### config.mk
export PLATFORM = sky130hd
export DESIGN_NAME = c3f_queue
export DESIGN_NICKNAME = d
export VERILOG_FILES = /design/src/rtl/c3f_pkg.sv /design/src/rtl/c3f_queue.sv
export SDC_FILE = /design/constraint.sdc
export NUM_CORES = 1
export LEC_CHECK = 0
export BUFFER_PORTS_ARGS = -buffer_cell sky130_fd_sc_hd__buf_2
export CAP_MARGIN = 20
export CELL_PAD_IN_SITES_DETAIL_PLACEMENT = 1
export CELL_PAD_IN_SITES_GLOBAL_PLACEMENT = 1
export CORE_ASPECT_RATIO = 1.75
export CORE_MARGIN = 3
export CORE_UTILIZATION = 50
export CTS_CLUSTER_DIAMETER = 50
export DETAILED_ROUTE_END_ITERATION = 12
export PLACE_DENSITY_LB_ADDON = 0.15
export SLEW_MARGIN = 5
export SYNTH_ARGS = -nofsm -noshare
export SYNTH_HDL_FRONTEND = slang
export SYNTH_SLANG_ARGS = --single-unit
### constraint.sdc
create_clock -name clock -period 3.8 [get_ports clock]
set_input_delay 0.19 -clock clock [delete_from_list [all_inputs] [get_ports clock]]
set_output_delay 0.19 -clock clock [all_outputs]
set_load 0.01 [all_outputs]
### src/rtl/c3f_pkg.sv
// ---------------------------------------------------------------------------
// c3f_pkg
// Shared constants and types of the 3x3 image filter core.
// ---------------------------------------------------------------------------
package c3f_pkg;

   // Frame geometry limits
   localparam int MAX_WIDTH  = 1024;
   localparam int MAX_HEIGHT = 1024;
   localparam int COL_W      = $clog2(MAX_WIDTH);
   localparam int ROW_W      = $clog2(MAX_HEIGHT);

   // Field widths
   localparam int SIZE_W     = 11;
   localparam int MODE_W     = 3;
   localparam int PIX_W      = 8;
   localparam int COORD_W    = 10;
   localparam int RSP_DATA_W = 32;
   localparam int CSR_IDX_W  = 2;

   // Queue between front and back
   localparam int QUEUE_DEPTH = 4;
   localparam int QPTR_W      = $clog2(QUEUE_DEPTH);
   localparam int QCNT_W      = $clog2(QUEUE_DEPTH + 1);

   // Register indexes
   localparam logic [CSR_IDX_W-1:0] CSR_IMAGE_WIDTH  = 2'd0;
   localparam logic [CSR_IDX_W-1:0] CSR_IMAGE_HEIGHT = 2'd1;
   localparam logic [CSR_IDX_W-1:0] CSR_FILTER_MODE  = 2'd2;

   // Register reset values
   localparam logic [SIZE_W-1:0] SIZE_RESET = 11'd512;
   localparam logic [MODE_W-1:0] MODE_RESET = 3'd0;

   // Filter modes
   localparam logic [MODE_W-1:0] MODE_PREWITT_X = 3'd0;
   localparam logic [MODE_W-1:0] MODE_PREWITT_Y = 3'd1;
   localparam logic [MODE_W-1:0] MODE_SOBEL_X   = 3'd2;
   localparam logic [MODE_W-1:0] MODE_SOBEL_Y   = 3'd3;
   localparam logic [MODE_W-1:0] MODE_LAPLACE   = 3'd4;
   localparam logic [MODE_W-1:0] MODE_GAUSS     = 3'd5;
   localparam logic [MODE_W-1:0] MODE_BOX       = 3'd6;

   // Frame size as programmed
   typedef struct packed {
      logic [SIZE_W-1:0] width;
      logic [SIZE_W-1:0] height;
   } c3f_size_type;

   // One 3x3 neighbourhood, pix[r*3+c], r top..bottom, c left..right
   typedef struct packed {
      logic [8:0][PIX_W-1:0] pix;
      logic [COORD_W-1:0]    col;
      logic [COORD_W-1:0]    row;
      logic                  last;
   } c3f_win_type;

   // Queue status seen by front and back
   typedef struct packed {
      logic              head_valid;
      logic [QCNT_W-1:0] count;
   } c3f_qstat_type;

endpackage

### src/rtl/c3f_queue.sv
// ---------------------------------------------------------------------------
// c3f_queue
// Short FIFO of filter windows between the front and the back.
// ---------------------------------------------------------------------------
module c3f_queue (
   input  logic                  clock,
   input  logic                  reset,
   input  logic                  push,
   input  c3f_pkg::c3f_win_type  push_data,
   input  logic                  pop,
   output c3f_pkg::c3f_win_type  head_data,
   output c3f_pkg::c3f_qstat_type qstat
);
   import c3f_pkg::*;

   c3f_win_type       entry_ff [QUEUE_DEPTH];
   logic [QPTR_W-1:0] wr_ptr_ff, wr_ptr_in;
   logic [QPTR_W-1:0] rd_ptr_ff, rd_ptr_in;
   logic [QCNT_W-1:0] count_ff, count_in;
   logic              do_pop;

   assign do_pop = pop && (count_ff != '0);

   // Pointer and occupancy update
   always_comb begin
      wr_ptr_in = push   ? wr_ptr_ff + 1'b1 : wr_ptr_ff;
      rd_ptr_in = do_pop ? rd_ptr_ff + 1'b1 : rd_ptr_ff;
      count_in  = count_ff;
      if (push && !do_pop) begin
         count_in = count_ff + 1'b1;
      end else if (!push && do_pop) begin
         count_in = count_ff - 1'b1;
      end
   end

   always_ff @(posedge clock) begin
      if (reset) begin
         wr_ptr_ff <= '0;
         rd_ptr_ff <= '0;
         count_ff  <= '0;
      end else begin
         wr_ptr_ff <= wr_ptr_in;
         rd_ptr_ff <= rd_ptr_in;
         count_ff  <= count_in;
      end
   end

   // Storage, no reset needed
   always_ff @(posedge clock) begin
      if (push) begin
         entry_ff[wr_ptr_ff] <= push_data;
      end
   end

   assign head_data        = entry_ff[rd_ptr_ff];
   assign qstat.head_valid = (count_ff != '0);
   assign qstat.count      = count_ff;

endmodule

* After elaboration in Yosys (flattened, before gate mapping)
Memory sizes are Yosys's and may differ from the RTL's. A register that Yosys moved wholly into a read port is not among the register bits.
Cells that the tools add are included.
** Storage, ports and cells
- Flip-flop bits (word level) :: 7
- RAM bits :: 372
- Input bits :: 97
- Logic and storage cells :: 21
- Memories kept :: 1
** Memory list
- entry_ff :: words 4, bits a word 93, rd ports 1, clocked after memory_dff 1, wr ports 1, line c3f_queue.sv:16 : c3f_win_type entry_ff [QUEUE_DEPTH];
** Cells by class
- Add/subtract/negate cells :: 4
- Mux-type cells :: 6
- Reduce and logical (&&, ||, !) cells :: 7
** Operators by type and width (count)
- 2-to-1 mux 3 bit :: 2
- adder 2 x 1 -> 2 bit, second input constant :: 2
- 2-to-1 mux 2 bit :: 2
- adder 3 x 1 -> 3 bit, second input constant :: 1
- logical AND 1 bit :: 3
- nonzero test 3 bit :: 1
- subtractor 3 x 1 -> 3 bit, second input constant :: 1
- logical NOT 1 bit :: 2
- 2-to-1 mux 1 bit :: 2
- nonzero test 2 bit :: 1

* Logic depth before layout (Yosys ltp)
Gate-level depths: netlist of run 1.
- Depth after elaboration :: 5
- Gate-level depth with buffers :: 7
- Gate-level depth less buffers :: 7

* Worst setup path after synthesis of run 1
Ideal clock, no wire load.
- Path type :: register to register
- Start :: register wr_ptr_ff[0]
- End :: memory entry_ff[0][0] (netlist bit), enable pin
- Setup time :: 462 ps
- Arrival :: 2697 ps
- Data required time :: 3338 ps
- Setup slack :: 641 ps
- Stages on the path, launching flop included :: 4
- Path buffers :: 0
- Period minus slack after synthesis :: 3159 ps
- Path through :: dfxtp_1 inv_1 ha_1 and2_1
** RTL lines
- from (decl) :: line c3f_queue.sv:17 : logic [QPTR_W-1:0] wr_ptr_ff, wr_ptr_in;
- from (signal assigned) :: line c3f_queue.sv:42 : wr_ptr_ff <= wr_ptr_in;
- to (decl) :: line c3f_queue.sv:16
No word-level cell before the write port.

==> impl_metrics.json, run 1 <==
{
  "grt_max_degree": 59,
  "rsz0062_at_grt": "no",
  "grt_pass1_vias": 7756,
  "p_leak_nw": 5.88,
  "finClkSkew_ns": 0.00738,
  "drive_above_1_share_pct": 40.7,
  "period_needed_ns": 2.72,
  "routedWlPerCell_um": 23.7,
  "post-cts-setup-buffers": 0,
  "fmax_mhz": 368,
  "status": "completed",
  "finalSetupViolations": 0,
  "avgViaCountPerCell": 5.34,
  "synth.yosys.warnings": 0,
  "slew_violations": 0,
  "drc": 0,
  "grt_overflow": 0,
  "synth_area_per_cell_um2": 26.2,
  "cap_violations": 0,
  "slowest_stage": "dfxtp_4",
  "final_cell_mix": "372 x edfxtp_1, 193 x buf_2, 94 x dlygate4sd3_1, 93 x mux4_2, 37 x clkbuf_16",
  "place_worst_setup_slack_ns": 1.53,
  "critPathTopFamily": "flip-flops",
  "cts.sinks": 381,
  "synth.net_count": 631,
  "cp.buffers_inverters": 2,
  "slowest_delay_ns": 0.74,
  "ir_drop_mv": 0.443,
  "dp_hpwl_um": 17600,
  "vias": 6601,
  "slew_headroom_pct": 38.1,
  "startpoint_type": "flop",
  "htreeDepth": 2,
  "first_iter_violations": 323,
  "post_dp_cell_area_mm2": 0.0153,
  "fin_util_pct": 63.4,
  "io_pins": 194,
  "clk_latency_ns": 0.51,
  "end_kind": "primary output",
  "finalPower_mw": 10.6,
  "drt-total-wl_um": 29300,
  "hold_class": "primary input to flop",
  "root_buffer": "clkbuf_16",
  "ctsHoldBuffers": 94,
  "yosysUniqueCellTypes": 20,
  "cts_resized": 0,
  "critical_path.cell_chain": "buf_12 -> mux4_2 -> buf_2",
  "n_fill_cell": 2278,
  "syn_inst": 528,
  "place_congestion": 0.704,
  "ys_seq_area_share_pct": 82.0,
  "nets": 942,
  "cts_tree": "built",
  "register_area_mm2": 0.0114,
  "hold_viol": 0,
  "tightest_slew_ns": 0.929,
  "drt_first_pass_iters": 4,
  "initial_utilization_pct": 50.7,
  "grt_use_total_pct": 20.2,
  "crit_required_ns": 3.61,
  "cp.arrival_ns": 2.53,
  "timing.final.crit_share_pct": 71.5,
  "io_buffers": 193,
  "area_growth_pct": 25.1,
  "multi_input_comb_area_mm2": 0.00234,
  "dieArea_mm2": 0.0298,
  "fin_area_mm2": 0.0173,
  "grt_pass1_wl_um": 45600,
  "fp.dieH_um": 226,
  "die_w_um": 132,
  "cts_max_path_buffers": 3,
  "cellPowerDensity_mw_per_mm2": 614,
  "crit_fanout": 46,
  "tns_ns": 0,
  "numCtsBuffers": 35,
  "rows": 80,
  "path_clk_slew_ns": 0.06,
  "synth_seq_cells": 381,
  "grt_antenna_before_repair": 1,
  "final_common_cell": "edfxtp_1",
  "ant_nets": 0,
  "core_mm2": 0.0273,
  "critical_path_class": "flop to primary output",
  "setup_ws_ns": 1.08,
  "syn-cell-area_mm2": 0.0138
}
## stage by stage
stage / hold slack, ns / cells
after detailed placement: 0.410 / 1077
after CTS: 0.0354 / 1234
after global routing: 0.0957 / 1235
after floorplan: 0.289 / 528
final: 0.0634 / 1235
after global placement: 0.399 / 1077
## per-layer routing
metal / wire, µm / up-vias / GRT usage, %
met4: 650 / 0 / 5.90
li1: - / 2893 / -
met2: 16600 / 166 / 38.2
met3: 1300 / 44 / 4.06
met1: 10700 / 3498 / 23.3
met5: 0 / - / 0
## cell usage after synthesis (all sizes together)
library cell,number,area share [%]
fa,1,0.14
mux4,93,15
inv,3,0.081
o311ai,1,0.063
dfxtp,9,1.3
ha,5,0.45
clkbuf,3,0.081
a21oi,1,0.036
xnor2,1,0.063
or3,2,0.090
nor2,7,0.19
xor2,4,0.25
edfxtp,372,81
buf,18,1.0
mux2i,2,0.14
and2,4,0.18
o31ai,1,0.054
o21ai,1,0.036
## where the power goes
| part | switching, mW | internal (mW) | leakage, nW |
|---|---|---|---|
| combinational | 1.03 | 1.14 | 1.83 |
| clock | 1.44 | 1.98 | 0.559 |
| sequential | 0.199 | 4.85 | 3.49 |
## worst register-to-register path, delay by kind of cell (launching register included)
family / cells / cell delay (ns)
AO/OA/AOI/OAI: 2 / 0.58
XOR/XNOR: 1 / 0.16
adder cells (fa/ha/maj): 2 / 0.65
buffers and inverters: 1 / 0.06
flip-flops: 1 / 0.37
AND/OR/NAND/NOR: 1 / 0.32
## cell families after synthesis
family,count (synthesis),synth area share [%]
AOI/OAI and AO/OA,4,0.190
adders and majority gates,6,0.596
buffers and inverters,24,1.21
xor gates and xnor gates,5,0.316
and+or+nand+nor,13,0.461
muxes,95,15.3
DFF,381,82.0
## cell type report
cell class              instances  share of cell area, %
multi-input cells             123                   13.5
inverters                       3                 0.0650
flip-flops and latches        381                   65.6
diodes                          1                 0.0144
repair buffers                295                   11.7
clock buffers                  49                   5.78
well taps                     369                   2.67
clock inverters                14                  0.679
## flip-flops by register name, summed over array words and instances, names as in the netlist, named ones only
name,count
rd_ptr_ff,2
entry_ff,372
wr_ptr_ff,2
count_ff,3
## path summary, 6_finish.rpt
kind / from / end / slack, ns / cells past startpoint
max: flop / head_data[56] / 1.08 / 3
min: push / wr_ptr_ff[0]$_SDFFE_PP0P_ / 0.06 / 3
max reg2reg: count_ff[1]$_SDFFE_PP0P_ / count_ff[2]$_SDFFE_PP0P_ / 1.58 / 7
min reg2reg: rd_ptr_ff[0]$_SDFFE_PP0P_ / flop / 0.54 / 2
Power figures use the tool's default switching activity.
==> inputs of run 2 (changes only) <==
- clock period: 3.8 -> 2.6 ns (I/O delays scaled with it)
==> impl_metrics.json, run 2 (synthesis gave the netlist of run 1 again) <==
{
  "htreeDepth": 2,
  "clkPwrFrac_pct": 32.5,
  "top_regs": "entry_ff x372, count_ff x3",
  "cts_tree": "built",
  "drt_first_pass_iters": 4,
  "post_dp_cell_area_mm2": 0.0154,
  "hold_class": "primary input to flop",
  "finClkSkew_ns": 0.0150,
  "root_buffer": "clkbuf_16",
  "critical_path_class": "flop to flop",
  "drt-total-wl_um": 29000,
  "hold_viol": 0,
  "grt_pass1_wl_um": 44600,
  "drc": 0,
  "worstReg2RegStart": "count_ff[0]$_SDFFE_PP0P_",
  "grt_use_total_pct": 19.7,
  "path_clk_slew_ns": 0.06,
  "cts.sinks": 381,
  "numCtsBuffers": 36,
  "cp-startpoint": "count_ff[0]$_SDFFE_PP0P_",
  "die_w_um": 132,
  "largest_reg_flops": 372,
  "grt_antenna_before_repair": 1,
  "final_cell_mix": "372 x edfxtp_1, 193 x buf_2, 95 x dlygate4sd3_1, 93 x mux4_2, 37 x clkbuf_16",
  "drive_above_1_share_pct": 41.0,
  "cts_max_path_buffers": 3,
  "post-cts-setup-buffers": 0,
  "stdcell_count": 1243,
  "crit_path_end": "count_ff[2]$_SDFFE_PP0P_",
  "cts_resized": 0,
  "finalSetupViolations": 0,
  "io_pins": 194,
  "tightest_slew_ns": 0.525,
  "fmax_mhz": 444,
  "tns_ns": 0,
  "rr_worst_depth": 7,
  "slew_violations": 0,
  "vias": 6628,
  "routedWlPerCell_um": 23.3,
  "io_buffers": 193,
  "rr_endpoint": "count_ff[2]$_SDFFE_PP0P_",
  "period_needed_ns": 2.25,
  "area_growth_pct": 26.3,
  "n_fill_cell": 2258,
  "rsz0062_at_grt": "no",
  "combPwrFrac_pct": 21.5,
  "first_iter_violations": 363,
  "grt_pass1_vias": 7716,
  "ctsHoldBuffers": 95,
  "p_sw_share_pct": 25.5,
  "clk_latency_ns": 0.53,
  "grt_max_degree": 58,
  "grt_overflow": 0,
  "end_kind": "flop",
  "cp.arrival_ns": 2.71,
  "initial_utilization_pct": 50.7,
  "rrSetupSlack_ns": 0.35,
  "avgViaCountPerCell": 5.33,
  "timing.final.crit_share_pct": 86.5,
  "regMostFlops": "entry_ff",
  "place_congestion": 0.716,
  "dp_hpwl_um": 17200,
  "ir_drop_mv": 0.794,
  "core_mm2": 0.0273,
  "fp.dieH_um": 226,
  "startpoint_type": "flop",
  "switching_power_mw": 4.01,
  "rows": 80,
  "whs_ns": 0.0413,
  "final_common_cell": "edfxtp_1",
  "cap_violations": 0,
  "pwr-share-seq_pct": 46.0,
  "cellPowerDensity_mw_per_mm2": 899,
  "intPower_mw": 11.7,
  "p_leak_nw": 5.94,
  "placed_cells": 1083,
  "nets": 950,
  "crit_required_ns": 3.06,
  "dieArea_mm2": 0.0298,
  "slew_headroom_pct": 65.0,
  "ant_nets": 0,
  "fin_area_mm2": 0.0175,
  "crit_fanout": 6,
  "status": "completed"
}
## run 2: layout make-up
cell class	instances	area, µm²	share of cell area, %
Multi-Input combinational cell	123	2340	13.4
Antenna cell	1	2.50	0.0143
Sequential cell	381	11400	64.9
Clock inverter	22	196	1.12
Timing Repair Buffer	302	2170	12.4
Clock buffer	42	945	5.40
Inverter	3	11.3	0.0644
Tap cell	369	462	2.64
## run 2: stage by stage
stage                     utilization, %  worst slack [ns]  power, mW
after CTS                           64.0             0.306       16.0
after floorplan                        -             0.467       9.52
after global placement              56.3             0.562       10.6
after detailed placement            56.3             0.423       10.7
final                               64.0             0.350       15.7
after global routing                64.0             0.213       16.4
## run 2: worst min-delay path by stage
stage                  start                   endpoint  slack, ns  cells after the start
2_1_floorplan   push_data[0]   entry_ff[0][0]$_DFFE_PP_       0.23                      0
3_3_place_gp   push_data[41]  entry_ff[3][41]$_DFFE_PP_       0.34                      1
3_5_place_dp   push_data[79]  entry_ff[3][79]$_DFFE_PP_       0.35                      1
4_1_cts                  pop                       flop       0.01                      4
5_1_grt                  pop  rd_ptr_ff[0]$_SDFFE_PP0P_       0.05                      4
6_report                 pop                       flop       0.04                      4
## run 2: power by group through the flow
stage / clock network [mW] / registers [mW] / logic [mW]
after CTS: 5.26 / 7.24 / 3.46
after global routing: 5.50 / 7.26 / 3.64
after floorplan: 0 / 7.29 / 2.22
final: 5.11 / 7.23 / 3.38
after detailed placement: 0 / 7.37 / 3.33
after global placement: 0 / 7.33 / 3.28
## run 2: layer usage
metal  part of all wire [%]  up-vias  global-route usage [%]  wire (µm)
met2                     55      178                    36.5      16000
met4                    3.1        0                    7.02        899
li1                       -     2905                       -          -
met5                      0        -                       0          0
met1                     37     3499                    22.7      10800
met3                    4.3       46                    4.19       1260
## run 2: critical path, cell delays in order, from the launching register on
cell and delay, ns:
dfxtp_1 0.38, o31ai_1 0.43, ha_1 0.29, inv_1 0.07, fa_1 0.39, xor2_1 0.17
or3_1 0.31, a21oi_1 0.14
==> inputs of run 3 (changes only) <==
- CORE_MARGIN: 3 -> default
==> impl_metrics.json, run 3 (synthesis gave the netlist of run 1 again) <==
{
  "status": "completed",
  "regMostFlops": "entry_ff",
  "area_growth_pct": 26.1,
  "period_needed_ns": 2.34,
  "cts_tree": "built",
  "root_buffer": "clkbuf_16",
  "fp.dieH_um": 222,
  "cap_violations": 0,
  "final_common_cell": "edfxtp_1",
  "core_mm2": 0.0272,
  "nets": 950,
  "hold_class": "primary input to flop",
  "slew_headroom_pct": 63.9,
  "setup_ws_ns": 0.261,
  "cellPowerDensity_mw_per_mm2": 895,
  "crit_required_ns": 2.47,
  "top_regs": "entry_ff x372, count_ff x3",
  "avgViaCountPerCell": 5.30,
  "grt_use_total_pct": 21.1,
  "dieArea_mm2": 0.0284,
  "register_area_mm2": 0.0114,
  "drc": 0,
  "drive_above_1_share_pct": 40.8,
  "p_leak_nw": 5.93,
  "timing.final.crit_share_pct": 90.0,
  "numCtsBuffers": 35,
  "grt_antenna_before_repair": 1,
  "cts.sinks": 381,
  "finalSetupViolations": 0,
  "dp_hpwl_um": 17200,
  "rrSetupSlack_ns": 0.34,
  "tns_ns": 0,
  "rows": 80,
  "final_cell_mix": "372 x edfxtp_1, 193 x buf_2, 95 x dlygate4sd3_1, 93 x mux4_2, 37 x clkbuf_16",
  "routedWlPerCell_um": 23.2,
  "grt_overflow": 0,
  "initial_utilization_pct": 50.9,
  "slew_violations": 0,
  "io_buffers": 193,
  "place_congestion": 0.713,
  "die_w_um": 128,
  "startpoint_type": "flop",
  "clk_latency_ns": 0.52,
  "largest_reg_flops": 372,
  "drt_first_pass_iters": 4,
  "grt_pass1_vias": 7662,
  "place_worst_setup_slack_ns": 0.466,
  "cp.arrival_ns": 2.21,
  "critical_path_class": "flop to primary output",
  "htreeDepth": 2,
  "ir_drop_mv": 0.656,
  "hold_viol": 0,
  "cts_resized": 0,
  "first_iter_violations": 257,
  "multi_input_comb_area_mm2": 0.00234,
  "path_clk_slew_ns": 0.07,
  "io_pins": 194,
  "tightest_slew_ns": 0.541,
  "ant_nets": 0,
  "n_fill_cell": 2261,
  "finClkSkew_ns": 0.0123,
  "grt_pass1_wl_um": 43700,
  "drt-total-wl_um": 28800,
  "end_kind": "primary output",
  "grt_max_degree": 42,
  "crit_fanout": 18,
  "cts_max_path_buffers": 3,
  "rsz0062_at_grt": "no",
  "vias": 6575,
  "fmax_mhz": 428
}
## run 3: changes by cell type in the layout (fill, tap and decap cells not counted), sizes merged
cell / previous run / this run
clkinv: 14 / 8
buf: 207 / 208
inv: 7 / 5
bufinv: 3 / 2
clkbuf: 42 / 48
## run 3: final timing paths
path	start	end	cells past startpoint
setup reg to reg	count_ff[0]$_SDFFE_PP0P_	count_ff[2]$_SDFFE_PP0P_	7
setup / recovery	flop	head_data[55]	3
hold / removal	pop	rd_ptr_ff[0]$_SDFFE_PP0P_	4
hold reg to reg	wr_ptr_ff[1]$_SDFFE_PP0P_	wr_ptr_ff[1]$_SDFFE_PP0P_	2
## run 3: power by group
group	internal [mW]	switching, mW	total, mW	leakage [nW]
Sequential	7.08	0.234	7.31	3.49
Combinational	1.72	1.60	3.32	1.89
Clock	2.85	2.14	4.99	0.539
## run 3: final cells by class
type | instances | area share, %
Tap cell | 369 | 2.64
Antenna cell | 1 | 0.0143
Clock buffer | 48 | 5.60
Sequential cell | 381 | 65.1
Timing Repair Buffer | 303 | 12.5
Multi-Input combinational cell | 123 | 13.4
Inverter | 3 | 0.0645
Clock inverter | 13 | 0.738
## run 3: worst max-delay path, cell delays in order, from the launching register on
cell and delay [ns]:
dfxtp_4 0.60, buf_4 0.36, mux4_2 0.57, buf_2 0.16
## run 3: stage by stage
stage	instances	power [mW]	utilization [%]	hold WS [ns]	area, µm²
floorplan	528	9.52	-	0.229	13900
global placement	1084	10.6	56.6	0.340	15400
detailed placement	1084	10.7	56.6	0.348	15400
CTS	1240	15.8	64.1	0.0306	17500
global route	1241	16.2	64.1	0.0697	17500
finish	1241	15.6	64.1	0.0641	17500
## run 3: routing by layer
| metal | GRT usage (%) | vias up | part of all wire [%] |
|---|---|---|---|
| met2 | 39.5 | 180 | 56 |
| met1 | 23.6 | 3436 | 37 |
| li1 | - | 2911 | - |
| met5 | 0 | - | 0 |
| met4 | 7.13 | 0 | 2.7 |
| met3 | 4.25 | 48 | 4.4 |
## run 3: repair_timing
item	in CTS	in global routing
buffers inserted	0	0
endpoints found under the hold margin	381	0
hold buffers	95	0
