`src/rtl/c3f_pkg.sv`:
```
// ---------------------------------------------------------------------------
// c3f_pkg
// Shared constants and types of the 3x3 image filter core.
// ---------------------------------------------------------------------------
package c3f_pkg;

   // Frame geometry limits
   localparam int MAX_WIDTH  = 1024;
   localparam int MAX_HEIGHT = 1024;
   localparam int COL_W      = $clog2(MAX_WIDTH);
   localparam int ROW_W      = $clog2(MAX_HEIGHT);

   // Field widths
   localparam int SIZE_W     = 11;
   localparam int MODE_W     = 3;
   localparam int PIX_W      = 8;
   localparam int COORD_W    = 10;
   localparam int RSP_DATA_W = 32;
   localparam int CSR_IDX_W  = 2;

   // Queue between front and back
   localparam int QUEUE_DEPTH = 4;
   localparam int QPTR_W      = $clog2(QUEUE_DEPTH);
   localparam int QCNT_W      = $clog2(QUEUE_DEPTH + 1);

   // Register indexes
   localparam logic [CSR_IDX_W-1:0] CSR_IMAGE_WIDTH  = 2'd0;
   localparam logic [CSR_IDX_W-1:0] CSR_IMAGE_HEIGHT = 2'd1;
   localparam logic [CSR_IDX_W-1:0] CSR_FILTER_MODE  = 2'd2;

   // Register reset values
   localparam logic [SIZE_W-1:0] SIZE_RESET = 11'd512;
   localparam logic [MODE_W-1:0] MODE_RESET = 3'd0;

   // Filter modes
   localparam logic [MODE_W-1:0] MODE_PREWITT_X = 3'd0;
   localparam logic [MODE_W-1:0] MODE_PREWITT_Y = 3'd1;
   localparam logic [MODE_W-1:0] MODE_SOBEL_X   = 3'd2;
   localparam logic [MODE_W-1:0] MODE_SOBEL_Y   = 3'd3;
   localparam logic [MODE_W-1:0] MODE_LAPLACE   = 3'd4;
   localparam logic [MODE_W-1:0] MODE_GAUSS     = 3'd5;
   localparam logic [MODE_W-1:0] MODE_BOX       = 3'd6;

   // Frame size as programmed
   typedef struct packed {
      logic [SIZE_W-1:0] width;
      logic [SIZE_W-1:0] height;
   } c3f_size_type;

   // One 3x3 neighbourhood, pix[r*3+c], r top..bottom, c left..right
   typedef struct packed {
      logic [8:0][PIX_W-1:0] pix;
      logic [COORD_W-1:0]    col;
      logic [COORD_W-1:0]    row;
      logic                  last;
   } c3f_win_type;

   // Queue status seen by front and back
   typedef struct packed {
      logic              head_valid;
      logic [QCNT_W-1:0] count;
   } c3f_qstat_type;

endpackage

```
`src/rtl/c3f_back.sv`:
```
// ---------------------------------------------------------------------------
// c3f_back
// Filter datapath: weighted sums, then scaling and the output register.
// ---------------------------------------------------------------------------
module c3f_back (
   input  logic                            clock,
   input  logic                            reset,
   input  logic [c3f_pkg::MODE_W-1:0]      mode,
   input  c3f_pkg::c3f_qstat_type          qstat,
   input  c3f_pkg::c3f_win_type            head_data,
   output logic                            pop,
   output logic                            rsp_tvalid,
   input  logic                            rsp_tready,
   output logic [c3f_pkg::RSP_DATA_W-1:0]  rsp_tdata,
   output logic                            rsp_tlast
);
   import c3f_pkg::*;

   // Scaling applied in the second stage
   typedef enum logic [2:0] {
      OP_ZERO,
      OP_DIV3,
      OP_SHR2,
      OP_CLAMP,
      OP_SHR4,
      OP_BOX
   } c3f_op_type;

   // Reciprocals: x/3 = x*43691 >> 17, x/9 = x*7282 >> 16 (exact in range)
   localparam logic [15:0] RECIP3 = 16'd43691;
   localparam logic [15:0] RECIP9 = 16'd7282;

   logic [PIX_W-1:0]    q [9];
   logic [9:0]          sa, sb, diff;
   logic [11:0]         sum8, centre9, gauss, sum9;
   logic signed [12:0]  a_val_in;
   c3f_op_type          a_op_in;

   logic                a_valid_ff;
   logic signed [12:0]  a_val_ff;
   c3f_op_type          a_op_ff;
   logic [COORD_W-1:0]  a_col_ff, a_row_ff;
   logic                a_last_ff;

   logic                rsp_valid_ff;
   logic [PIX_W-1:0]    rsp_pix_ff, res;
   logic [COORD_W-1:0]  rsp_col_ff, rsp_row_ff;
   logic                rsp_last_ff;

   logic [15:0]         mult_const;
   logic [27:0]         prod;
   logic                en_a, en_b;

   // Pipeline advance
   assign en_b = !rsp_valid_ff || rsp_tready;
   assign en_a = !a_valid_ff || en_b;
   assign pop  = qstat.head_valid && en_a;

   always_comb begin
      for (int i = 0; i < 9; i++) begin
         q[i] = head_data.pix[i];
      end
   end

   // Shared sums
   assign sum8 = 12'(q[0]) + 12'(q[1]) + 12'(q[2]) + 12'(q[3])
               + 12'(q[5]) + 12'(q[6]) + 12'(q[7]) + 12'(q[8]);
   assign centre9 = (12'(q[4]) << 3) + 12'(q[4]);
   assign sum9    = sum8 + 12'(q[4]);
   assign gauss   = 12'(q[0]) + 12'(q[2]) + 12'(q[6]) + 12'(q[8])
                  + ((12'(q[1]) + 12'(q[3]) + 12'(q[5]) + 12'(q[7])) << 1)
                  + (12'(q[4]) << 2);

   // Gradient operands per mode
   always_comb begin
      sa = '0;
      sb = '0;
      unique case (mode)
         MODE_PREWITT_X: begin
            sa = 10'(q[2]) + 10'(q[5]) + 10'(q[8]);
            sb = 10'(q[0]) + 10'(q[3]) + 10'(q[6]);
         end
         MODE_PREWITT_Y: begin
            sa = 10'(q[6]) + 10'(q[7]) + 10'(q[8]);
            sb = 10'(q[0]) + 10'(q[1]) + 10'(q[2]);
         end
         MODE_SOBEL_X: begin
            sa = 10'(q[2]) + (10'(q[5]) << 1) + 10'(q[8]);
            sb = 10'(q[0]) + (10'(q[3]) << 1) + 10'(q[6]);
         end
         MODE_SOBEL_Y: begin
            sa = 10'(q[6]) + (10'(q[7]) << 1) + 10'(q[8]);
            sb = 10'(q[0]) + (10'(q[1]) << 1) + 10'(q[2]);
         end
         default: begin
            sa = '0;
            sb = '0;
         end
      endcase
   end

   assign diff = (sa >= sb) ? sa - sb : sb - sa;

   // Stage A value and scaling selection
   always_comb begin
      a_val_in = '0;
      a_op_in  = OP_ZERO;
      unique case (mode)
         MODE_PREWITT_X, MODE_PREWITT_Y: begin
            a_val_in = $signed(13'(diff));
            a_op_in  = OP_DIV3;
         end
         MODE_SOBEL_X, MODE_SOBEL_Y: begin
            a_val_in = $signed(13'(diff));
            a_op_in  = OP_SHR2;
         end
         MODE_LAPLACE: begin
            a_val_in = $signed({1'b0, centre9}) - $signed({1'b0, sum8});
            a_op_in  = OP_CLAMP;
         end
         MODE_GAUSS: begin
            a_val_in = $signed({1'b0, gauss});
            a_op_in  = OP_SHR4;
         end
         MODE_BOX: begin
            // floor(s*0.11111) equals floor((s-1)/9) for s >= 1
            if (sum9 != '0) begin
               a_val_in = $signed({1'b0, sum9 - 1'b1});
               a_op_in  = OP_BOX;
            end
         end
         default: begin
            a_val_in = '0;
            a_op_in  = OP_ZERO;
         end
      endcase
   end

   always_ff @(posedge clock) begin
      if (reset) begin
         a_valid_ff <= 1'b0;
      end else if (en_a) begin
         a_valid_ff <= qstat.head_valid;
      end
   end

   always_ff @(posedge clock) begin
      if (en_a) begin
         a_val_ff  <= a_val_in;
         a_op_ff   <= a_op_in;
         a_col_ff  <= head_data.col;
         a_row_ff  <= head_data.row;
         a_last_ff <= head_data.last;
      end
   end

   // Stage B: one shared reciprocal multiplier
   assign mult_const = (a_op_ff == OP_DIV3) ? RECIP3 : RECIP9;
   assign prod       = a_val_ff[11:0] * mult_const;

   always_comb begin
      case (a_op_ff)
         OP_DIV3:  res = prod[24:17];
         OP_BOX:   res = prod[23:16];
         OP_SHR2:  res = a_val_ff[9:2];
         OP_SHR4:  res = a_val_ff[11:4];
         OP_CLAMP: begin
            if (a_val_ff < 0) begin
               res = '0;
            end else if (a_val_ff > 13'sd255) begin
               res = 8'd255;
            end else begin
               res = a_val_ff[7:0];
            end
         end
         default:  res = '0;
      endcase
   end

   always_ff @(posedge clock) begin
      if (reset) begin
         rsp_valid_ff <= 1'b0;
      end else if (en_b) begin
         rsp_valid_ff <= a_valid_ff;
      end
   end

   always_ff @(posedge clock) begin
      if (en_b) begin
         rsp_pix_ff  <= res;
         rsp_col_ff  <= a_col_ff;
         rsp_row_ff  <= a_row_ff;
         rsp_last_ff <= a_last_ff;
      end
   end

   assign rsp_tvalid = rsp_valid_ff;
   assign rsp_tlast  = rsp_last_ff;
   assign rsp_tdata  = {(RSP_DATA_W - PIX_W - 2*COORD_W)'(0),
                        rsp_row_ff, rsp_col_ff, rsp_pix_ff};

endmodule

```
`config.mk`:
```
export PLATFORM = sky130hd
export DESIGN_NAME = c3f_back
export DESIGN_NICKNAME = d
export VERILOG_FILES = /design/src/rtl/c3f_pkg.sv /design/src/rtl/c3f_back.sv
export SDC_FILE = /design/constraint.sdc
export NUM_CORES = 1
export LEC_CHECK = 0
export ABC_AREA = 1
export ABC_CLOCK_PERIOD_IN_PS = 14800
export BUFFER_PORTS_ARGS = -buffer_cell sky130_fd_sc_hd__buf_2
export CAP_MARGIN = 20
export CORE_MARGIN = 8
export CORE_UTILIZATION = 36
export DETAILED_ROUTE_END_ITERATION = 16
export SLEW_MARGIN = 10
export SYNTH_ARGS = -nofsm -noshare
export SYNTH_HDL_FRONTEND = slang
export SYNTH_SLANG_ARGS = --single-unit
```
`constraint.sdc`:
```
create_clock -name clock -period 14.8 [get_ports clock]
set_input_delay 0.74 -clock clock [delete_from_list [all_inputs] [get_ports clock]]
set_output_delay 0.74 -clock clock [all_outputs]
set_load 0.03 [all_outputs]
```
# Word-level counts from Yosys, hierarchy flattened
# Cells that the tools add are included.
# classes
n_addsub	37
multipliers	1
n_lt_le_gt_ge	3
n_eq_ne	11
muxes	11
reduce_logical	10
# ops
cell	n
$pmux 10 s4	2
$add 9x8->10	7
$add 8x8->9	7
$pmux 13 s4	1
$add 12x8->12	4
$add 10x8->10	4
$add 8x9->10	4
$pmux 8 s5	1
$add 10x8->11	3
$mul 12x16->25	1
$add 11x8->12	2
$sub 10x10->10	2
$mux 16	1
$mux 8	2
$eq 3x3->1 const B	5
$pmux 3 s5	1
$gt 13x9->1 const B	1
$lt 13x1->1 const B	1
$sub 12x12->13	1
$add 11x12->12	1
$add 12x10->12	1
$eq 3x2->1 const B	4
$mux 12	1
$reduce_bool 12->1	1
11 further kinds	15
# totals
regBits	68
out_inout_bits	35
word_cells	84

# Logic depth before layout (Yosys ltp)
# Gate-level depths: netlist of the first run.
# logic_depth
depth_word	11
mapped_depth	30

# Least setup slack after synthesis of the first run
# OpenSTA, ideal clock, no wires.
# synth_path
path_kind	input to register
start	input head_data[23] (netlist name)
end	register a_val_ff[11], data pin
setup_ps	262
arrival_ps	5525
required_ps	14538
path_slack_ps	9013
stages	24
n_path_buf	0
path_cell_list	fa_1 -> inv_1 -> fa_1 -> inv_1 -> fa_1 -> fa_1 -> ha_1 -> fa_1 -> nand2_1 -> nand2_1 -> nand2_1 -> xnor2_1 -> inv_1 -> fa_1 -> ha_1 -> a21oi_1 -> nor2_1 -> nor2_1 -> nand2_1 -> nand2_1 -> a21oi_1 -> or2_2 -> o21ai_0 -> nand3_1
# synth_between
elab_chain_len	11
# synth_rtl
element	line	text
start: declaration	c3f_back.sv:10	input c3f_pkg::c3f_win_type head_data,
$add 8x8->9	c3f_back.sv:66	assign sum8 = 12'(q[0]) + 12'(q[1]) + 12'(q[2]) + 12'(q[3])
$add 9x8->10	c3f_back.sv:66	
$add 10x8->11	c3f_back.sv:66	
$add 11x8->12	c3f_back.sv:67	+ 12'(q[5]) + 12'(q[6]) + 12'(q[7]) + 12'(q[8]);
$add 12x8->12 (3 in series)	c3f_back.sv:67	
$add 12x8->12	c3f_back.sv:69	assign sum9 = sum8 + 12'(q[4]);
$sub 12x1->12 or $reduce_bool 12->1 (tied branches)	c3f_back.sv:128, c3f_back.sv:127	
$mux 12	c3f_back.sv:127	if (sum9 != '0) begin
$pmux 13 s4 (*)	c3f_back.sv:108	unique case (mode)
net a_val_in[11]	c3f_back.sv:36	logic signed [12:0] a_val_in;
end signal: assignment	c3f_back.sv:149	a_val_ff <= a_val_in;
end: declaration	c3f_back.sv:40	logic signed [12:0] a_val_ff;
# Mark *: on every way through the listed nets, which the timed path passes. The rest lies on a longest branch.
# A chain may end at the register's enable or synchronous reset.

# Worst setup path in the final report of the first run
# layout_path
start	register a_op_ff[1]
end	register rsp_pix_ff[6], data pin
# layout_between
elab_chain_len	4
# layout_rtl
element	line	text
start: declaration	c3f_back.sv:41	c3f_op_type a_op_ff;
start signal: assignment	c3f_back.sv:150	a_op_ff <= a_op_in;
$eq 3x1->1	c3f_back.sv:158, c3f_back.sv:162	
$mux 16	c3f_back.sv:158	assign mult_const = (a_op_ff == OP_DIV3) ? RECIP3 : RECIP9;
$mul 12x16->25	c3f_back.sv:159	assign prod = a_val_ff[11:0] * mult_const;
$pmux 8 s5 (*)	c3f_back.sv:162	case (a_op_ff)
net res[6]	c3f_back.sv:46	logic [PIX_W-1:0] rsp_pix_ff, res;
end signal: assignment	c3f_back.sv:190	rsp_pix_ff <= res;
end: declaration	c3f_back.sv:46	
# Marks and branches as above.

==> out/metrics.yaml, run 1 <==
run_status:
  status: "complete, no violations"
clocking:
  postCtsSetupBuffers: 0
  cts_root_buffer: "clkbuf_16"
  numClockSinks: 68
  worstSkewPairLatency_ns: 0.33
  cts_buffer_depth: 2
  cts_max_level: 3
  clk_pin_slew_ns: 0.06
  cts.repair.resized: 0
  cts_buffers: 9
  cts-hold-fix-buffers: 0
  cts_tree: "done"
cells_and_area:
  fillers: 4516
  finish.net_count: 2629
  instances_no_fill: 2673
  drive_gt1_share_pct: 9.54
  stdcell_area_sq_mm: 0.0178
  area_growth_pct: 10.4
yosys:
  synth_seq_cells: 68
  yosysTopAreaCell: "fa_1"
  synth_edf_count: 66
  netlist.area_leader.share_pct: 30.6
  ys.flop_type: "edfxtp_1"
  synth_common_cells: "inv_1, nand2_1, fa_1"
  netlist_instances: 1929
  synth_most_common_cell: "inv_1"
  avgSynthCellArea_sq_um: 8.34
  yosys-top-cells-area: "fa_1, ha_1, edfxtp_1, inv_1, nand2_1"
  synth.yosys.seq_area_share_pct: 12.6
  async_flop_share_pct: 0
  syn_area_sq_mm: 0.0161
  synth_warnings: 0
  ys_types: 46
timing:
  hold_viol: 0
  period_minus_slack_ns: 6.58
  finalClockSkew_ns: 0.00478
  clock.fmax_ghz: 0.152
  setup_viol: 0
  slew_headroom_pct: 32.9
  tns_ns: 0
  slew_viol_final: 0
  hold_slack_ns: 0.418
  period_share_pct: 44.4
  worst_pin_slew_ns: 1.00
  rsz0062_at_grt: "false"
setup_path:
  cpMostUsedCell: "fa_1"
  critPathCaptureType: "register"
  required_ns: 14.85
  arrival_ns: 6.63
  crit_path_start_kind: "register"
  cp_cell_sequence: "inv_1 > nand3_1 > nor2_1 > fa_1 > fa_1 > inv_1 > fa_1 > inv_1 > fa_1 > fa_1 > ha_1 > a21o_1 > nor2_1 > o21ai_0 > nand2_1 > nand4_1 > or2_2 > nand3_1 > nand4_1"
  slowest_stage: "nor2_1"
  crit_path_max_incr_delay_ns: 0.81
  criticalPathCategory: "reg2reg"
  crit_fanout: 29
die:
  fp.dieArea_sq_mm: 0.0517
  die_x_um: 227
  ios: 138
  die_h_um: 227
  fp-row-count: 77
  start_util_pct: 36.5
  core_sq_mm: 0.0441
global_route:
  antenna_found_initial: 6
  grt_max_degree: 40
  grt_pass1_wl_um: 70800
  grt_usage_pct: 17.5
  grt_pass1_vias: 13800
  overflow: 0
routing:
  first_iter_violations: 835
  wl_per_cell_um: 16.7
  via_count: 13200
  drc_errors: 0
  wirelength_um: 44700
  dr.pass1.iters: 5
  via_per_inst: 4.92
  drtAntennaViolNets: 0
placed_design:
  io_buffers: 130
  gp_congestion: 0.936
  placedInstanceArea_sq_mm: 0.0175
  hpwl_um: 39800
  placed_cells: 2651
flow_run:
  drv_cap: 0
worst_hold_path:
  min_path_type: "reg2reg"
worst paths after layout:
path / start / endpoint / slack [ns] / cells after the start
setup / recovery: a_op_ff[1] / rsp_pix_ff[6] / 8.22 / 19
hold / removal: a_col_ff[9] / rsp_col_ff[9] / 0.42 / 0
setup reg to reg: a_op_ff[1] / rsp_pix_ff[6] / 8.22 / 19
hold reg to reg: a_col_ff[9] / rsp_col_ff[9] / 0.42 / 0
metrics by stage:
stage	util, %	setup slack [ns]
2_1_floorplan	-	9.01
3_3_place_gp	39.6	8.28
3_5_place_dp	39.6	8.21
4_1_cts	40.2	8.21
5_1_grt	40.2	7.82
6_report	40.3	8.22
layout make-up:
class | count | area [sq um] | area share (%)
Sequential cell | 68 | 2020 | 11.4
Inverter | 450 | 1690 | 9.51
Timing Repair Buffer | 138 | 711 | 4.00
Tap cell | 592 | 741 | 4.17
Multi-Input combinational cell | 1404 | 12300 | 69.3
Clock inverter | 7 | 51.3 | 0.289
Antenna cell | 5 | 12.5 | 0.0704
Clock buffer | 9 | 225 | 1.27
state kept, by name, summed over array words and instances (netlist names):
name / flops
a_op_ff: 3
rsp_tvalid: 1
a_row_ff: 10
a_col_ff: 10
rsp_tlast: 1
rsp_row_ff: 10
a_val_ff: 13
rsp_col_ff: 10
a_last_ff: 1
rsp_pix_ff: 8
a_valid_ff: 1
layer usage:
layer	vias to the layer above	track usage (%)	part of all wire [%]
li1	6447	-	-
met1	6329	20.8	41
met2	306	32.1	51
met3	77	2.29	4.6
met4	2	5.84	3.4
met5	-	0	0.027
placed cells by master (no fill, tap or decap), types with 17 or more instances in the layout:
cell type,Yosys,layout
a21oi_1,106,106
buf_2,6,130
conb_1,2,17
edfxtp_1,66,66
fa_1,246,246
ha_1,209,209
inv_1,449,449
nand2_1,307,307
nand3_1,97,96
nand4_1,35,35
nor2_1,112,112
nor3_1,18,18
o21ai_0,90,90
xor2_1,30,30
critical path, delay by kind of cell, from the launching register on:
kind | cells | cell delay [ns]
compound gates | 2 | 0.30
fa+ha+maj | 6 | 3.01
buf+inv | 3 | 0.24
flops | 1 | 0.42
simple gates | 8 | 2.32
kinds of logic after synthesis:
group                      Yosys count  synth area share [%]
AOI/OAI and AO/OA                  265                  9.51
DFF                                 68                  12.6
and+or+nand+nor                    622                  17.2
buffers and inverters              472                  11.3
other                                2                0.0467
xor gates and xnor gates            45                  2.50
adders and majority gates          455                  46.9
Power of run 1 is left out: the tool's default activity adds up to more than one toggle a clock period on the data nets, which glitch-free logic cannot reach.
==> run 2, diff against run 1 <==
ABC_CLOCK_PERIOD_IN_PS = 5900   (was 14800)
clock period = 5.9 ns   (was 14.8 ns; I/O delays follow)
==> run 2 against run 1 <==
  * Clock skew grew 0.0051 ns
  * Cell count grew 1.2%
  * Maximum frequency grew 17%
==> out/metrics.yaml, run 2 (synthesized netlist as in run 1, its figures left out) <==
setup_path:
  critPathCaptureType: "register"  # unchanged
  crit_path_start_kind: "register"  # unchanged
  arrival_ns: 5.68  # was 6.63 ns
  crit_fanout: 22  # was 29
  required_ns: 5.96  # was 14.85 ns
  criticalPathCategory: "reg2reg"  # unchanged
placed_design:
  io_buffers: 130  # unchanged
  placed_cells: 2685  # was 2651
  gp_congestion: 0.943  # was 0.936
  pre_cts_ws_ns: -0.0469  # was 8.21 ns
  hpwl_um: 41300  # was 39800 um
die:
  core_sq_mm: 0.0441  # unchanged
  ios: 138  # unchanged
  die_h_um: 227  # unchanged
  start_util_pct: 36.5  # unchanged
  fp-row-count: 77  # unchanged
  die_x_um: 227  # unchanged
  fp.dieArea_sq_mm: 0.0517  # unchanged
cells_and_area:
  final_cell_mix: "inv_1, nand2_1, fa_1"  # unchanged
  multiInputGateArea_sq_mm: 0.0123  # about the same
  finish.net_count: 2664  # was 2629
  drive_gt1_share_pct: 11.0  # was 9.54%
  mostFrequentLayoutCell: "inv_1"  # unchanged
  area_growth_pct: 12.1  # was 10.4%
  instances_no_fill: 2705  # was 2673
  largest_register_ffs: 13  # unchanged
  fillers: 4607  # was 4516
  post-route-util_pct: 40.9  # was 40.3%
  seq_area_sq_mm: 0.00202  # unchanged
  regMostFlops: "a_val_ff"  # unchanged
timing:
  hold_viol: 0  # unchanged
  tns_ns: 0  # unchanged
  setup_viol: 0  # unchanged
  worst_pin_slew_ns: 0.947  # was 1.00 ns
  clock.fmax_ghz: 0.178  # was 0.152 GHz
  period_share_pct: 95.4  # was 44.4%
  finalClockSkew_ns: 0.00990  # was 0.00478 ns
  finalWorstSetupSlack_ns: 0.274  # was 8.22 ns
  period_minus_slack_ns: 5.63  # was 6.58 ns
  slew_headroom_pct: 36.8  # was 32.9%
  slew_viol_final: 0  # unchanged
  rsz0062_at_grt: "true"  # was false
worst_hold_path:
  min_path_type: "in2reg"  # was reg2reg
routing:
  via_per_inst: 4.96  # was 4.92
  first_iter_violations: 773  # was 835
  dr.pass1.iters: 5  # unchanged
  drtAntennaViolNets: 0  # unchanged
  via_count: 13400  # was 13200
  drc_errors: 0  # unchanged
  wl_per_cell_um: 17.1  # was 16.7 um
  wirelength_um: 46300  # was 44700 um
global_route:
  grt_usage_pct: 18.0  # was 17.5%
  grt_pass1_wl_um: 72500  # was 70800 um
  grt_pass1_vias: 14000  # was 13800
  antenna_found_initial: 3  # was 6
  grt_max_degree: 40  # unchanged
  overflow: 0  # unchanged
clocking:
  cts_max_level: 3  # unchanged
  clk_pin_slew_ns: 0.06  # about the same
  cts-hold-fix-buffers: 0  # unchanged
  worstSkewPairLatency_ns: 0.34  # was 0.33 ns
  cts_root_buffer: "clkbuf_16"  # unchanged
  cts_buffer_depth: 2  # unchanged
  cts_buffers: 9  # unchanged
  numClockSinks: 68  # unchanged
  cts_tree: "done"  # unchanged
flow_run:
  drv_cap: 0  # unchanged
run_status:
  status: "complete, no violations"  # unchanged
[run 2: cell types whose count changed in the layout (fill, tap and decap cells not counted), sizes merged]
cell	before	now
buf	137	172
diode	5	2
clkbuf	10	12
inv	451	449
[run 2: final timing paths]
path / slack (ns) / startpoint / cells after the start / to
worst max register to register: 0.27 / a_op_ff[1] / 22 / rsp_pix_ff[6]
worst min register to register: 0.42 / a_col_ff[6] / 0 / rsp_col_ff[6]
worst max-delay path: 0.27 / a_op_ff[1] / 22 / rsp_pix_ff[6]
worst min-delay path: 0.12 / reset / 2 / rsp_tvalid
[run 2: critical path, cell delays in order, from the launching register on]
cell	delay, ns
edfxtp_1	0.42
inv_1	0.12
nand3_1	0.07
buf_4	0.22
nand2_1	0.11
inv_1	0.06
fa_1	0.48
fa_1	0.62
inv_1	0.10
fa_1	0.50
fa_1	0.54
inv_1	0.06
fa_1	0.47
ha_1	0.36
nand2_1	0.11
nor2_1	0.18
inv_1	0.10
nor3_1	0.25
nand4_1	0.23
nand2_1	0.13
nand2_1	0.07
nand3_1	0.07
nand4_1	0.08
[run 2: per-stage QoR]
stage	cell area, sq um	hold slack [ns]
after floorplan	16100	0.364
after CTS	18000	0.106
final	18000	0.122
after detailed placement	17700	0.405
after global routing	18000	0.119
after global placement	17700	0.400
[run 2: routing by layer]
metal	vias up	global-route usage [%]	part of all wire (%)
li1	6500	-	-
met4	0	6.39	3.5
met2	362	33.6	52
met1	6466	21.4	41
met3	80	1.60	3.9
met5	-	0	0
[run 2: what timing repair did]
action                                  CTS  global route
buffers inserted                          0             1
gates resized for setup                   0             4
endpoints found under the setup margin    0             8
[run 2: area by class of cell]
class,instances,area share (%)
Timing Repair Buffer,173,5.47
Tap cell,592,4.11
Clock inverter,5,0.160
Clock buffer,11,1.29
Inverter,450,9.37
Multi-Input combinational cell,1404,68.4
Antenna cell,2,0.0278
Sequential cell,68,11.2
Power of run 2 is left out for the same reason.
==> run 3, diff against run 2 <==
ABC_CLOCK_PERIOD_IN_PS = 6100   (was 5900)
clock period = 6.1 ns   (was 5.9 ns; I/O delays follow)
==> run 3 against run 2 <==
  * Worst hold slack improved by 0.011 ns
  * Global-route usage decreased by 0.11 points
  * Clock-buffer cell count shrank 2
  * Maximum frequency is 0.17% lower
  * Critical path type unchanged
  * Via count fell by 0.89%
  * Cell count decreased by 0.78%
  * Core utilization fell by 0.32 points
  * Clock skew shrank 0.0040 ns
  * Setup slack gained 0.19 ns
  * Sequential cell count unchanged
  * Cell area down 0.78%
==> out/metrics.yaml, run 3 (synthesized netlist as in run 1, its figures left out) <==
setup_path:
  crit_fanout: 29  # was 22
  worst_r2r_path_depth: 22  # unchanged
  crit_path_max_incr_delay_ns: 0.62  # about the same
  path_buf_inv: 6  # unchanged
  worstReg2RegEnd: "rsp_pix_ff[6]"  # unchanged
  r2r_slack_ns: 0.46  # was 0.27 ns
  critPathCaptureType: "register"  # unchanged
  required_ns: 6.16  # was 5.96 ns
  cp_top_family: "adder cells"  # unchanged
  cp_cell_sequence: "inv_1 > nand3_1 > buf_4 > nand2_1 > inv_1 > fa_1 > fa_1 > inv_1 > fa_1 > fa_1 > inv_1 > fa_1 > ha_1 > nand2_1 > nor2_1 > inv_1 > nor3_1 > nand4_1 > nand2_1 > nand2_1 > nand3_1 > nand4_1"  # unchanged
  reg2reg_from: "a_op_ff[2]"  # was a_op_ff[1]
  arrival_ns: 5.70  # was 5.68 ns
  criticalPathCategory: "reg2reg"  # unchanged
  slowest_stage: "fa_1"  # unchanged
  crit_path_start_kind: "register"  # unchanged
  crit_start: "a_op_ff[2]"  # was a_op_ff[1]
global_route:
  grt_pass1_vias: 13900  # was 14000
  grt_pass1_wl_um: 72100  # was 72500 um
  grt_usage_pct: 17.9  # was 18.0%
  overflow: 0  # unchanged
  antenna_found_initial: 5  # was 3
  grt_max_degree: 40  # unchanged
routing:
  dr.pass1.iters: 5  # unchanged
  wirelength_um: 45900  # was 46300 um
  wl_per_cell_um: 17.1  # about the same
  drc_errors: 0  # unchanged
  first_iter_violations: 754  # was 773
  drtAntennaViolNets: 0  # unchanged
  via_count: 13300  # was 13400
  via_per_inst: 4.95  # was 4.96
timing:
  slew_viol_final: 0  # unchanged
  period_minus_slack_ns: 5.64  # was 5.63 ns
  period_share_pct: 92.4  # was 95.4%
  setup_viol: 0  # unchanged
  finalWorstSetupSlack_ns: 0.465  # was 0.274 ns
  slew_headroom_pct: 37.0  # was 36.8%
  tns_ns: 0  # unchanged
  finalClockSkew_ns: 0.00590  # was 0.00990 ns
  rsz0062_at_grt: "false"  # was true
  clock.fmax_ghz: 0.177  # was 0.178 GHz
  worst_pin_slew_ns: 0.944  # was 0.947 ns
  hold_viol: 0  # unchanged
clocking:
  cts_root_buffer: "clkbuf_16"  # unchanged
  cts.repair.resized: 0  # unchanged
  cts_buffer_depth: 2  # unchanged
  clk_pin_slew_ns: 0.06  # about the same
  worstSkewPairLatency_ns: 0.34  # about the same
  postCtsSetupBuffers: 0  # unchanged
  cts_tree: "done"  # unchanged
  cts-hold-fix-buffers: 0  # unchanged
  numClockSinks: 68  # unchanged
  cts_max_level: 3  # unchanged
  cts_buffers: 9  # unchanged
cells_and_area:
  instances_no_fill: 2684  # was 2705
  finish.net_count: 2644  # was 2664
  final_cell_mix: "inv_1, nand2_1, fa_1"  # unchanged
  area_growth_pct: 11.2  # was 12.1%
  largest_register_ffs: 13  # unchanged
  drive_gt1_share_pct: 10.2  # was 11.0%
  mostFrequentLayoutCell: "inv_1"  # unchanged
  regMostFlops: "a_val_ff"  # unchanged
  post-route-util_pct: 40.6  # was 40.9%
placed_design:
  pre_cts_ws_ns: 0.144  # was -0.0469 ns
  hpwl_um: 40900  # was 41300 um
  io_buffers: 130  # unchanged
  placed_cells: 2666  # was 2685
  gp_congestion: 0.966  # was 0.943
worst_hold_path:
  hold_depth: 2  # unchanged
  min_to: "a_valid_ff"  # was rsp_tvalid
  min_from: "reset"  # unchanged
  min_path_type: "in2reg"  # unchanged
die:
  fp-row-count: 77  # unchanged
  core_sq_mm: 0.0441  # unchanged
  die_h_um: 227  # unchanged
  ios: 138  # unchanged
  start_util_pct: 36.5  # unchanged
  die_x_um: 227  # unchanged
  fp.dieArea_sq_mm: 0.0517  # unchanged
run_status:
  status: "complete, no violations"  # unchanged
flow_run:
  drv_cap: 0  # unchanged
==> run 3: cell count changes in the layout (fill, tap and decap cells not counted), sizes merged <==
cell / before / now
buf: 172 / 152
diode: 2 / 1
clkinvlp: 2 / 3
inv: 449 / 451
clkinv: 4 / 2
bufinv: 0 / 1
clkbuf: 12 / 10
==> run 3: layout make-up <==
cell class	instances	area, sq um
Multi-Input combinational cell	1404	12300
Antenna cell	1	2.50
Tap cell	592	741
Sequential cell	68	2020
Timing Repair Buffer	153	823
Clock buffer	9	225
Clock inverter	7	75.1
Inverter	450	1690
Fill cell	4616	26200
==> run 3: worst max-delay path by stage <==
stage | end | cells past startpoint
after global placement | a_val_ff[11] | 27
after floorplan | rsp_pix_ff[6] | 20
after global routing | a_val_ff[11] | 27
after detailed placement | a_val_ff[11] | 27
final | rsp_pix_ff[6] | 22
after CTS | rsp_pix_ff[6] | 22
==> run 3: per-layer routing <==
metal / part of all wire, % / track usage (%) / up-vias
met1: 41 / 21.3 / 6417
met4: 3.6 / 5.77 / 2
met3: 3.8 / 1.92 / 85
met5: 0.028 / 0 / -
li1: - / - / 6457
met2: 51 / 33.4 / 327
==> run 3: per-stage QoR <==
stage	hold WS, ns	cell area, sq um
final	0.133	17900
after global routing	0.127	17900
after detailed placement	0.406	17600
after CTS	0.124	17900
after floorplan	0.374	16100
after global placement	0.400	17600
==> run 3: worst register-to-register path, stage by stage (launching register included) <==
cell      delay (ns)
edfxtp_1        0.38
inv_1           0.08
nand3_1         0.08
buf_4           0.31
nand2_1         0.13
inv_1           0.10
fa_1            0.46
fa_1            0.62
inv_1           0.10
fa_1            0.51
fa_1            0.54
inv_1           0.05
fa_1            0.47
ha_1            0.35
nand2_1         0.10
nor2_1          0.18
inv_1           0.10
nor3_1          0.24
nand4_1         0.22
nand2_1         0.12
nand2_1         0.07
nand3_1         0.07
nand4_1         0.08
Power of run 3 is left out for the same reason.
